File: src/apes_pkg.sv
// shared types, constants and arithmetic helpers for the affine pair scan
package apes_pkg;

  localparam int MAX_ELEMENTS = 64;
  localparam int ADDR_W       = $clog2(MAX_ELEMENTS);
  localparam int CNT_W        = ADDR_W + 1;
  localparam int PAIR_W       = 64;

  localparam logic signed [31:0] Q_ONE  = 32'sh0001_0000;
  localparam logic signed [31:0] Q_ZERO = 32'sh0000_0000;

  // write data select codes
  localparam logic [1:0] WSEL_INPUT = 2'd0;
  localparam logic [1:0] WSEL_IDENT = 2'd1;
  localparam logic [1:0] WSEL_COMB  = 2'd2;
  localparam logic [1:0] WSEL_RREG  = 2'd3;

  typedef struct packed {
    logic              we;
    logic [ADDR_W-1:0] waddr;
    logic [1:0]        wsel;
    logic [ADDR_W-1:0] raddr;
    logic              lat_l;
    logic              lat_r;
    logic              mul_a;
    logic              mul_b;
    logic              down;
    logic              out_load;
    logic              out_last;
  } cmd_t;

  // smallest power of two not below n
  function automatic logic [CNT_W-1:0] padded_size(input logic [CNT_W-1:0] n);
    logic [CNT_W-1:0] m;
    m = CNT_W'(1);
    for (int i = 0; i < ADDR_W; i++) begin
      if (m < n) begin
        m = m << 1;
      end
    end
    return m;
  endfunction

  // clamp to signed 32 bits
  function automatic logic signed [31:0] sat32(input logic signed [48:0] v);
    logic signed [31:0] r;
    if (v > 49'sh0_0000_7FFF_FFFF) begin
      r = 32'sh7FFF_FFFF;
    end else if (v < -49'sh0_0000_8000_0000) begin
      r = 32'sh8000_0000;
    end else begin
      r = v[31:0];
    end
    return r;
  endfunction

endpackage

File: src/apes_ctrl.sv
// controller: collection, padding, up-sweep, down-sweep and emission sequencing
module apes_ctrl
  import apes_pkg::*;
(
  input  logic clk,
  input  logic rst,
  input  logic start,
  input  logic last_in,
  output logic busy,
  output cmd_t cmd
);

  localparam logic [3:0] S_IDLE   = 4'd0;
  localparam logic [3:0] S_PAD    = 4'd1;
  localparam logic [3:0] S_CLR    = 4'd2;
  localparam logic [3:0] S_RD_L   = 4'd3;
  localparam logic [3:0] S_RD_R   = 4'd4;
  localparam logic [3:0] S_LAT_R  = 4'd5;
  localparam logic [3:0] S_MUL_A  = 4'd6;
  localparam logic [3:0] S_MUL_B  = 4'd7;
  localparam logic [3:0] S_WR_I   = 4'd8;
  localparam logic [3:0] S_WR_L   = 4'd9;
  localparam logic [3:0] S_EM_RD  = 4'd10;
  localparam logic [3:0] S_EM_OUT = 4'd11;

  logic [3:0]       state, state_next;
  logic [CNT_W-1:0] count, count_next;
  logic [CNT_W-1:0] n, n_next;
  logic [CNT_W-1:0] m, m_next;
  logic [CNT_W-1:0] idx, idx_next;
  logic [CNT_W:0]   stride, stride_next;
  logic             down, down_next;

  logic [CNT_W-1:0] left;
  logic [CNT_W:0]   idx_step;
  logic [CNT_W:0]   stride_up;
  logic [CNT_W:0]   stride_dn;

  assign left      = idx - stride[CNT_W:1];
  assign idx_step  = {1'b0, idx} + stride;
  assign stride_up = stride << 1;
  assign stride_dn = stride >> 1;
  assign busy      = (state != S_IDLE);

  always_comb begin
    state_next  = state;
    count_next  = count;
    n_next      = n;
    m_next      = m;
    idx_next    = idx;
    stride_next = stride;
    down_next   = down;

    cmd          = '0;
    cmd.down     = down;
    cmd.waddr    = idx[ADDR_W-1:0];
    cmd.raddr    = idx[ADDR_W-1:0];
    cmd.wsel     = WSEL_IDENT;
    cmd.out_last = (idx == n - CNT_W'(1));

    unique case (state) inside
      S_IDLE: begin
        if (start) begin
          cmd.we    = 1'b1;
          cmd.waddr = count[ADDR_W-1:0];
          cmd.wsel  = WSEL_INPUT;
          if (last_in || count == CNT_W'(MAX_ELEMENTS - 1)) begin
            n_next     = count + CNT_W'(1);
            m_next     = padded_size(count + CNT_W'(1));
            idx_next   = count + CNT_W'(1);
            count_next = '0;
            state_next = S_PAD;
          end else begin
            count_next = count + CNT_W'(1);
          end
        end
      end
      S_PAD: begin
        if (idx == m) begin
          down_next = 1'b0;
          if (m >= CNT_W'(2)) begin
            stride_next = (CNT_W+1)'(2);
            idx_next    = CNT_W'(1);
            state_next  = S_RD_L;
          end else begin
            state_next = S_CLR;
          end
        end else begin
          cmd.we    = 1'b1;
          cmd.wsel  = WSEL_IDENT;
          idx_next  = idx + CNT_W'(1);
        end
      end
      S_CLR: begin
        cmd.we    = 1'b1;
        cmd.waddr = ADDR_W'(m - CNT_W'(1));
        cmd.wsel  = WSEL_IDENT;
        down_next = 1'b1;
        if (m >= CNT_W'(2)) begin
          stride_next = {1'b0, m};
          idx_next    = m - CNT_W'(1);
          state_next  = S_RD_L;
        end else begin
          idx_next   = '0;
          state_next = S_EM_RD;
        end
      end
      S_RD_L: begin
        cmd.raddr  = left[ADDR_W-1:0];
        state_next = S_RD_R;
      end
      S_RD_R: begin
        cmd.lat_l  = 1'b1;
        state_next = S_LAT_R;
      end
      S_LAT_R: begin
        cmd.lat_r  = 1'b1;
        state_next = S_MUL_A;
      end
      S_MUL_A: begin
        cmd.mul_a  = 1'b1;
        state_next = S_MUL_B;
      end
      S_MUL_B: begin
        cmd.mul_b  = 1'b1;
        state_next = S_WR_I;
      end
      S_WR_I, S_WR_L: begin
        cmd.we = 1'b1;
        if (state == S_WR_I) begin
          cmd.wsel = WSEL_COMB;
        end else begin
          cmd.waddr = left[ADDR_W-1:0];
          cmd.wsel  = WSEL_RREG;
        end
        if (state == S_WR_I && down) begin
          state_next = S_WR_L;
        end else if (idx_step < {1'b0, m}) begin
          idx_next   = idx_step[CNT_W-1:0];
          state_next = S_RD_L;
        end else if (!down) begin
          if (stride_up > {1'b0, m}) begin
            state_next = S_CLR;
          end else begin
            stride_next = stride_up;
            idx_next    = stride_up[CNT_W-1:0] - CNT_W'(1);
            state_next  = S_RD_L;
          end
        end else begin
          if (stride_dn < (CNT_W+1)'(2)) begin
            idx_next   = '0;
            state_next = S_EM_RD;
          end else begin
            stride_next = stride_dn;
            idx_next    = stride_dn[CNT_W-1:0] - CNT_W'(1);
            state_next  = S_RD_L;
          end
        end
      end
      S_EM_RD: begin
        state_next = S_EM_OUT;
      end
      S_EM_OUT: begin
        cmd.out_load = 1'b1;
        if (idx == n - CNT_W'(1)) begin
          state_next = S_IDLE;
        end else begin
          idx_next   = idx + CNT_W'(1);
          state_next = S_EM_RD;
        end
      end
      default: begin
        state_next = S_IDLE;
      end
    endcase
  end

  always_ff @(posedge clk) begin
    if (rst) begin
      state <= S_IDLE;
      count <= '0;
      down  <= 1'b0;
    end else begin
      state <= state_next;
      count <= count_next;
      down  <= down_next;
    end
  end

  always_ff @(posedge clk) begin
    n      <= n_next;
    m      <= m_next;
    idx    <= idx_next;
    stride <= stride_next;
  end

endmodule

File: config.mk
export PLATFORM = sky130hd
export DESIGN_NAME = apes_ctrl
export DESIGN_NICKNAME = d
export VERILOG_FILES = /design/src/apes_pkg.sv /design/src/apes_ctrl.sv
export SDC_FILE = /design/constraint.sdc
export NUM_CORES = 1
export LEC_CHECK = 0
export BUFFER_PORTS_ARGS = -buffer_cell sky130_fd_sc_hd__buf_4
export CORE_MARGIN = 2
export CORE_UTILIZATION = 45
export CTS_CLUSTER_SIZE = 28
export DETAILED_ROUTE_END_ITERATION = 8
export GPL_TIMING_DRIVEN = 0
export HOLD_SLACK_MARGIN = 0.12
export PLACE_DENSITY = 0.65
export SLEW_MARGIN = 20
export SYNTH_ARGS = -nofsm -noshare
export SYNTH_HDL_FRONTEND = slang
export SYNTH_SLANG_ARGS = --single-unit
File: constraint.sdc
create_clock -name clk -period 12.5 [get_ports clk]
set_clock_uncertainty 0.15 [all_clocks]
set_input_delay 0.625 -clock clk [delete_from_list [all_inputs] [get_ports clk]]
set_output_delay 0.625 -clock clk [all_outputs]
set_load 0.005 [all_outputs]
==> reports/results.ini <==
[status]
status=finished, final reports clean

[logic_synthesis]
yosysWarningCount=0
yosysSeqAreaShare=0.230
synth_cell_types=81
ys_seq_elements=41
postSynthCellCount=579
synth.area.top_cells=edfxtp_1 (18%), ha_1 (13%), xnor2_1 (6.7%)
synth_edf_count=29
synthArstFlopShare=0
synth_top_cell_by_area=edfxtp_1
synth_area_um2=4820
yosysMostFrequentCell=ha_1
synth_common_cells=ha_1 (49), nor2_1 (47), inv_1 (45), a21oi_1 (41), nand2_1 (39)
synth_top_cell_area_share=0.181
yosys_most_used_dff=edfxtp_1
synth_nets=634
synth_area_per_cell_um2=8.33

[timing]
slew_headroom=0.267
fin_crit_sh=0.754
tightest_slew_ns=1.09
drv_slew=0
max_freq_mhz=106
worst_slack_ns=3.08
period_minus_slack_ns=9.42
rsz0062_at_grt=false
hold_viol=0
timing.hold.ws_ns=0.311
fin_tns_setup_ns=0
setup_viol=0

[floorplan]
rows=37
die_h_um=108
dieArea_um2=11600
core_um2=10400
die_w_um=108
num_io_pins=27
initial_core_util=0.465

[layout]
nets=668
drive_above_1_share=0.130
fin_util=0.511
syn_to_final_growth_pct=9.96
insertedDiodeCount=0
nFillCells=1039
seqCellArea_um2=1110
multi_input_area_um2=3420

[setup_path]
r2r_cells=35
r2r_slack_ns=3.08
path_max_fanout=9
crit_type=reg2reg
arrival_ns=9.38
reg2reg_from=count[2]$_SDFFE_PP0P_
cp-end-kind=register
required_ns=12.46
reg2reg_to=m[4]$_DFFE_PP_
cpMaxStageDelayCell=xor2_1
cp-start-kind=register
critPathMostFrequentCell=ha_1
slowest_delay_ns=0.60

[clocking]
numCtsBuffers=5
h-tree-depth=2
clk_pin_slew_ns=0.10
cts_buffer_depth=2
cts_sinks=41
cts.repair.resized=0
cts_setup_buffers=0
root_buffer=clkbuf_8
postCtsHoldBufs=0
clk-insertion-delay-late_ns=0.32
cts_tree=yes

[hold_path]
hp-start=rst
hold_end=state[3]$_SDFFE_PP0P_
hp-class=in2reg
hold_path_depth=2

[routing]
routed_wl_um=13900
ant_nets=0
wl_per_cell_um=18.5
first_pass_iters=5
first_iter_violations=441
viasPerCell=5.95
drc=0
via_count=4465

[placed_design]
place_ws_ns=3.09
place.port_buffers=26
dp_hpwl_um=11000
gp_congestion=0.943

[global_route]
antenna_found_initial=0
groute.usage.overall=0.245
grt_max_degree=16
grt_remaining_overflow=0
grt_pass1_wl_um=22100
grt_pass1_vias=4297

[flow_run]
maxCapViolations=0

[layout by cell type, fill, tap and decap left out, types with 5 or more instances in the layout]
| cell type | n |
|---|---|
| xor2_1 | 16 |
| and3_1 | 5 |
| nor3_1 | 21 |
| or2_2 | 5 |
| a21o_1 | 8 |
| nand4_1 | 6 |
| o211ai_1 | 9 |
| edfxtp_1 | 29 |
| nor2_1 | 46 |
| nand2b_1 | 7 |
| mux2_2 | 9 |
| o21ai_0 | 23 |
| dfxtp_1 | 12 |
| o21bai_1 | 5 |
| ha_1 | 49 |
| or3_1 | 6 |
| nand2_1 | 39 |
| inv_1 | 45 |
| clkbuf_1 | 21 |
| buf_4 | 29 |
| nor2b_1 | 7 |
| nand3_1 | 15 |
| xnor2_1 | 37 |
| o21a_1 | 5 |
| mux2i_1 | 16 |
| clkbuf_8 | 5 |
| a21oi_1 | 41 |
| o22ai_1 | 10 |
[worst max-delay path by stage]
stage / startpoint / to / slack, ns / depth (start not counted)
after floorplan: count[1]$_SDFFE_PP0P_ / m[5]$_DFFE_PP_ / 4.08 / 34
after global routing: count[2]$_SDFFE_PP0P_ / m[4]$_DFFE_PP_ / 2.34 / 36
after detailed placement: count[2]$_SDFFE_PP0P_ / m[4]$_DFFE_PP_ / 3.09 / 35
final: count[2]$_SDFFE_PP0P_ / m[4]$_DFFE_PP_ / 3.08 / 35
after global placement: count[2]$_SDFFE_PP0P_ / m[5]$_DFFE_PP_ / 3.28 / 33
after CTS: count[2]$_SDFFE_PP0P_ / m[4]$_DFFE_PP_ / 3.03 / 35
[cell type report]
class | count | share of cell area
sequential | 41 | 0.209
multi-input combinational | 463 | 0.644
clock inverter | 3 | 0.00448
inverter | 46 | 0.0326
clock buffer | 5 | 0.0130
tap | 136 | 0.0321
buffer | 29 | 0.0257
timing repair buffer | 27 | 0.0382
[per-stage QoR]
| step | area [um2] | std cells |
|---|---|---|
| finish | 5300 | 750 |
| global route | 5300 | 750 |
| CTS | 5300 | 750 |
| detailed placement | 5210 | 742 |
| global placement | 5190 | 741 |
| floorplan | 4820 | 579 |
[sequential cells by signal, indices dropped and copies added (netlist names)]
| signal | count |
|---|---|
| n | 7 |
| stride | 8 |
| down | 1 |
| idx | 7 |
| m | 7 |
| state | 4 |
| count | 7 |
[critical path: cells and delay by family, from the launching register on]
kind,cells,cell delay [ns]
compound gates,10,1.82
flops,1,0.51
xor+xnor,2,0.79
buf+inv,3,0.32
simple gates,11,2.99
fa+ha+maj,6,1.70
mux,3,0.90
[kinds of logic after synthesis]
kind of cell / synth area share
adder cells (fa/ha/maj): 0.135
flip-flops: 0.230
AND/OR/NAND/NOR: 0.199
XOR/XNOR: 0.105
AO/OA/AOI/OAI: 0.207
multiplexers: 0.0602
buffers and inverters: 0.0641
[layer usage]
layer | track usage | wire [um] | part of all wire | vias to the layer above
li1 | - | - | - | 2179
met1 | 0.326 | 6030 | 0.43 | 2103
met2 | 0.411 | 6650 | 0.48 | 153
met3 | 0.0387 | 890 | 0.064 | 30
met4 | 0.0678 | 304 | 0.022 | 0
met5 | 0 | 0 | 0 | -
Power is left out: the tool's default activity adds up to more than one toggle a clock period on the data nets, which glitch-free logic cannot reach.
